`src/sv/cgnt_pkg.sv`:
```
// Shared types and constants for the Canny thinning and threshold block.
package cgnt_pkg;

    localparam int CNT_W    = 12;
    localparam int CFG_W    = 11;
    localparam int SUMSQ_W  = 22;
    localparam int DATA_W   = 11;
    localparam int MAG_W    = 8;
    localparam int IDX_W    = 2;

    localparam int DEF_MAX_WIDTH  = 1024;
    localparam int DEF_MAX_HEIGHT = 1024;

    localparam logic [MAG_W-1:0] RST_LOW_THR  = 8'd100;
    localparam logic [MAG_W-1:0] RST_HIGH_THR = 8'd200;

    typedef enum logic [IDX_W-1:0] {
        REG_LOW_THR  = 2'd0,
        REG_HIGH_THR = 2'd1,
        REG_WIDTH    = 2'd2,
        REG_HEIGHT   = 2'd3
    } t_reg_idx;

    typedef enum logic [1:0] {
        SEC_HORZ     = 2'd0,
        SEC_VERT     = 2'd1,
        SEC_DIAG_SAME = 2'd2,
        SEC_DIAG_OPP = 2'd3
    } t_sector;

    typedef enum logic [1:0] {
        CLS_NONE   = 2'd0,
        CLS_WEAK   = 2'd1,
        CLS_STRONG = 2'd2
    } t_class;

    typedef enum logic [1:0] {
        ST_IDLE,
        ST_ROOT,
        ST_EMIT
    } t_state;

    typedef struct packed {
        logic [SUMSQ_W-1:0] sumsq;
        t_sector            dir;
    } t_item;

    typedef struct packed {
        logic [MAG_W-1:0] center;
        logic [MAG_W-1:0] above;
        t_sector          dir;
    } t_line;

    typedef struct packed {
        logic [MAG_W-1:0] low_thr;
        logic [MAG_W-1:0] high_thr;
        logic [CFG_W-1:0] width;
        logic [CFG_W-1:0] height;
    } t_cfg;

endpackage

```
`src/sv/cgnt_front.sv`:
```
// Front end: takes derivative beats, forms squared magnitude and sector, queues them.
module cgnt_front
    import cgnt_pkg::*;
(
    input  logic                     i_clk,
    input  logic                     i_rst_n,
    input  logic                     i_valid,
    output logic                     o_stall,
    input  logic signed [DATA_W-1:0] i_deriv_x,
    input  logic signed [DATA_W-1:0] i_deriv_y,
    input  logic                     i_padding,
    output logic                     o_q_valid,
    output t_item                    o_q_item,
    input  logic                     i_q_pop
);

    logic signed [DATA_W-1:0] x, y;
    logic [DATA_W-1:0]  ax, ay;
    logic [SUMSQ_W-1:0] ax_w, ay_w;
    logic [SUMSQ_W-1:0] ay256, ax106, ax618;
    t_item              item;
    logic               push;

    t_item      r_q [2];
    logic       r_wptr, r_rptr;
    logic [1:0] r_cnt;

    always_comb begin
        x     = i_padding ? '0 : i_deriv_x;
        y     = i_padding ? '0 : i_deriv_y;
        ax    = x[DATA_W-1] ? DATA_W'(-x) : DATA_W'(x);
        ay    = y[DATA_W-1] ? DATA_W'(-y) : DATA_W'(y);
        ax_w  = SUMSQ_W'(ax);
        ay_w  = SUMSQ_W'(ay);
        ay256 = ay_w << 8;
        ax106 = SUMSQ_W'(ax_w * SUMSQ_W'(106));
        ax618 = SUMSQ_W'(ax_w * SUMSQ_W'(618));
        item.sumsq = SUMSQ_W'(ax_w * ax_w) + SUMSQ_W'(ay_w * ay_w);
        if (ay256 <= ax106) begin
            item.dir = SEC_HORZ;
        end else if (ay256 >= ax618) begin
            item.dir = SEC_VERT;
        end else if ((x > 0) == (y > 0)) begin
            item.dir = SEC_DIAG_SAME;
        end else begin
            item.dir = SEC_DIAG_OPP;
        end
    end

    assign o_stall   = (r_cnt == 2'd2);
    assign push      = i_valid && !o_stall;
    assign o_q_valid = (r_cnt != 2'd0);
    assign o_q_item  = r_q[r_rptr];

    always_ff @(posedge i_clk) begin
        if (push) begin
            r_q[r_wptr] <= item;
        end
    end

    always_ff @(posedge i_clk) begin
        if (!i_rst_n) begin
            r_wptr <= 1'b0;
            r_rptr <= 1'b0;
            r_cnt  <= 2'd0;
        end else begin
            if (push) begin
                r_wptr <= !r_wptr;
            end
            if (i_q_pop) begin
                r_rptr <= !r_rptr;
            end
            r_cnt <= r_cnt + 2'(push) - 2'(i_q_pop);
        end
    end

endmodule

```
`config.mk`:
```
export PLATFORM = sky130hd
export DESIGN_NAME = cgnt_front
export DESIGN_NICKNAME = d
export VERILOG_FILES = /design/src/sv/cgnt_pkg.sv /design/src/sv/cgnt_front.sv
export SDC_FILE = /design/constraint.sdc
export NUM_CORES = 1
export LEC_CHECK = 0
export BUFFER_PORTS_ARGS = -buffer_cell sky130_fd_sc_hd__buf_4
export CAP_MARGIN = 40
export CORE_ASPECT_RATIO = 2
export CORE_MARGIN = 2
export CORE_UTILIZATION = 45
export DETAILED_ROUTE_END_ITERATION = 10
export GPL_ROUTABILITY_DRIVEN = 0
export PLACE_DENSITY = 0.58
export SLEW_MARGIN = 20
export SYNTH_ARGS = -nofsm -noshare
export SYNTH_HDL_FRONTEND = slang
export SYNTH_SLANG_ARGS = --single-unit
```
`constraint.sdc`:
```
create_clock -name i_clk -period 17.9 [get_ports i_clk]
set_clock_uncertainty 0.2 [all_clocks]
set_input_delay 0.895 -clock i_clk [delete_from_list [all_inputs] [get_ports i_clk]]
set_output_delay 0.895 -clock i_clk [all_outputs]
set_load 0.1 [all_outputs]
```
==> out/qor.yml <==
r2r_start: "r_cnt[0]"
syn_avg_cell_area_sq_um: 9.49
r2r-end: "r_q[1][16]"
p_sw_uw: 871
period_share_pct: 53.5
synth_area_leaders: "fa_1 (33%), ha_1 (20%), edfxtp_1 (12%)"
slew_viol_final: 0
synthFlopType: "edfxtp_1"
cpMaxStageDelayCell: "fa_1"
setup_viol: 0
synthArstFlopShare_pct: 0
antenna_found_initial: 0
r2r_setup_slack_ps: 16280
dp_hpwl_microns: 28100
cp_common_cell: "fa_1"
areaGrowthSynthToFinish_pct: 8.34
fp.dieH_microns: 239
wl_per_cell_microns: 18.1
cts_tree: "built"
critical_path_class: "in2reg"
ff2ff_path_depth: 3
ys_types: 64
clockPowerShare_pct: 6.4
max_stage_delay_ps: 540
cts.sinks: 53
holdCritPathClass: "reg2reg"
min_to: "r_rptr"
required_ps: 17740
n_antenna_cell: 0
worst_setup_path_end_kind: "register"
rows: 86
wl_met1_microns: 10400
clockBufferDepth: 2
die_area_sq_um: 29100
final_common_cell: "inv_1"
ys_warn_count: 0
num_io_pins: 53
switching_share_pct: 52.5
synthCells: 1312
multi_input_area_sq_um: 9490
synth_edf_count: 48
routed.top_layer: "met4"
start_util_pct: 45.4
p_leak_uw: 0.00716
clk_pin_slew_ps: 60
maxCapViolations: 0
seqPwrFrac_pct: 15.3
crit_path_start_kind: "input port"
max-vdd-ir-drop_uv: 60.5
hold_violations: 0
tightest_slew_ps: 724
worstPathArrival_ps: 9420
route.met3.wl_microns: 807
min_path_cells: 2
drc: 0
post_cts_buffers: 0
layout.filler_cells: 2654
h-tree-depth: 2
via_per_inst: 5.15
clk-insertion-delay-late_ps: 290
cts_root_buf: "clkbuf_16"
grt.overflow.total: 0
rsz0062_at_grt: "no"
ys_seq_area_share_pct: 12.4
ctsResizeCount: 0
grt_pass1_vias: 10000
netlist_area_sq_um: 12500
firstDrtPassIters: 4
numPortBuffers: 52
path_max_fanout: 33
drive_gt1_share_pct: 9.15
drtAntennaViolNets: 0
coreArea_sq_um: 27400
slew-limit-headroom_pct: 51.4
dr_wl_met2_microns: 18000
grt_max_degree: 34
outcome: "finished, final reports clean"
drt_iter0_markers: 373
pwr-share-comb_pct: 78.4
intPower_uw: 789
grt.total_usage_pct: 22.8
setup-tns-final_ps: 0
timing.fmax_mhz: 104
route.vias.total: 8911
hold_buffers: 0
hold_start: "r_rptr"
p_per_area_nw_per_um2: 123
die_w_microns: 122
synth-seq-cells: 53
seqCellArea_sq_um: 1540
dp.cells: 1721
routed_wl_microns: 31400
synth_top_area_share_pct: 32.6
grt_pass1_wl_microns: 50300
final_cells: 1729
cts_buffers: 5
yosys.area.top_type: "fa_1"
fin_nets: 1801
layout_common_cells: "inv_1 (363), fa_1 (203), ha_1 (195)"
period_minus_slack_ps: 9580
registers in the layout, indices dropped and copies added (netlist names), named ones only:
register	cells
r_cnt	2
r_q	48
r_rptr	1
r_wptr	1
worst max-delay path: cells and delay by family:
kind,cells,cell delay [ps]
AO/OA/AOI/OAI,8,1610
XOR/XNOR,2,270
adder cells (fa/ha/maj),9,4140
buffers and inverters,7,1330
AND/OR/NAND/NOR,3,1180
cell type report:
type,count,share of cell area (%)
clock buffer,6,0.955
sequential,53,11.4
tap,352,3.26
clock inverter,2,0.250
timing repair buffer,63,3.56
inverter,368,10.2
multi-input combinational,885,70.3
metal layers:
| metal | track usage [%] | up-vias |
|---|---|---|
| li1 | - | 4210 |
| met1 | 21.9 | 4411 |
| met2 | 46.0 | 196 |
| met3 | 1.12 | 94 |
| met4 | 13.7 | 0 |
| met5 | 0 | - |
logic make-up (layout without fill, tap and decap cells):
logic type / count (synthesis) / after routing / synth area share, %
DFF: 53 / 53 / 12.4
xor gates and xnor gates: 63 / 63 / 4.49
adders and majority gates: 398 / 398 / 52.2
buffers and inverters: 384 / 439 / 11.8
other: 2 / 12 / 0.0603
and+or+nand+nor: 251 / 251 / 9.33
muxes: 28 / 28 / 2.50
AOI/OAI and AO/OA: 133 / 133 / 7.22
Yosys cell counts (all sizes together), types with 5 or more instances:
master	instances
a211oi	6
a21o	15
a21oi	34
a31oi	7
and2	8
buf	6
clkbuf	10
dfxtp	5
edfxtp	48
fa	203
ha	195
inv	364
mux2	25
nand2	76
nand2b	9
nand3	8
nand4	9
nor2	93
nor2b	7
nor3	16
nor4	5
o211ai	5
o21a	12
o21ai	23
o21bai	5
o31ai	8
or2	10
xnor2	29
xor2	34
power groups by stage:
stage / combinational, uW / sequential [uW] / clock (uW)
floorplan: 1020 / 253 / 0
global placement: 1290 / 256 / 0
detailed placement: 1310 / 256 / 0
CTS: 1320 / 254 / 108
global route: 1470 / 258 / 111
finish: 1300 / 253 / 106
worst max-delay path by stage:
stage	startpoint	end	slack (ps)
floorplan	i_padding	r_q[0][23]	9370
detailed placement	i_padding	r_q[0][20]	7950
finish	i_padding	r_q[1][20]	8320
global route	i_padding	r_q[0][23]	7870
CTS	i_padding	r_q[1][20]	8280
global placement	i_padding	r_q[0][20]	7390
through the flow:
stage                     total power [uW]  hold WS [ps]  util [%]  instance area, sq um  setup slack, ps
after floorplan                       1270           342         -                 12500             9370
after global placement                1540           367      48.5                 13300             7390
after detailed placement              1570           369      48.6                 13300             7950
after CTS                             1680           381      49.2                 13500             8280
after global routing                  1840           409      49.2                 13500             7870
final                                 1660           378      49.2                 13500             8320
Note: power is estimated with default switching activity, not from simulation.
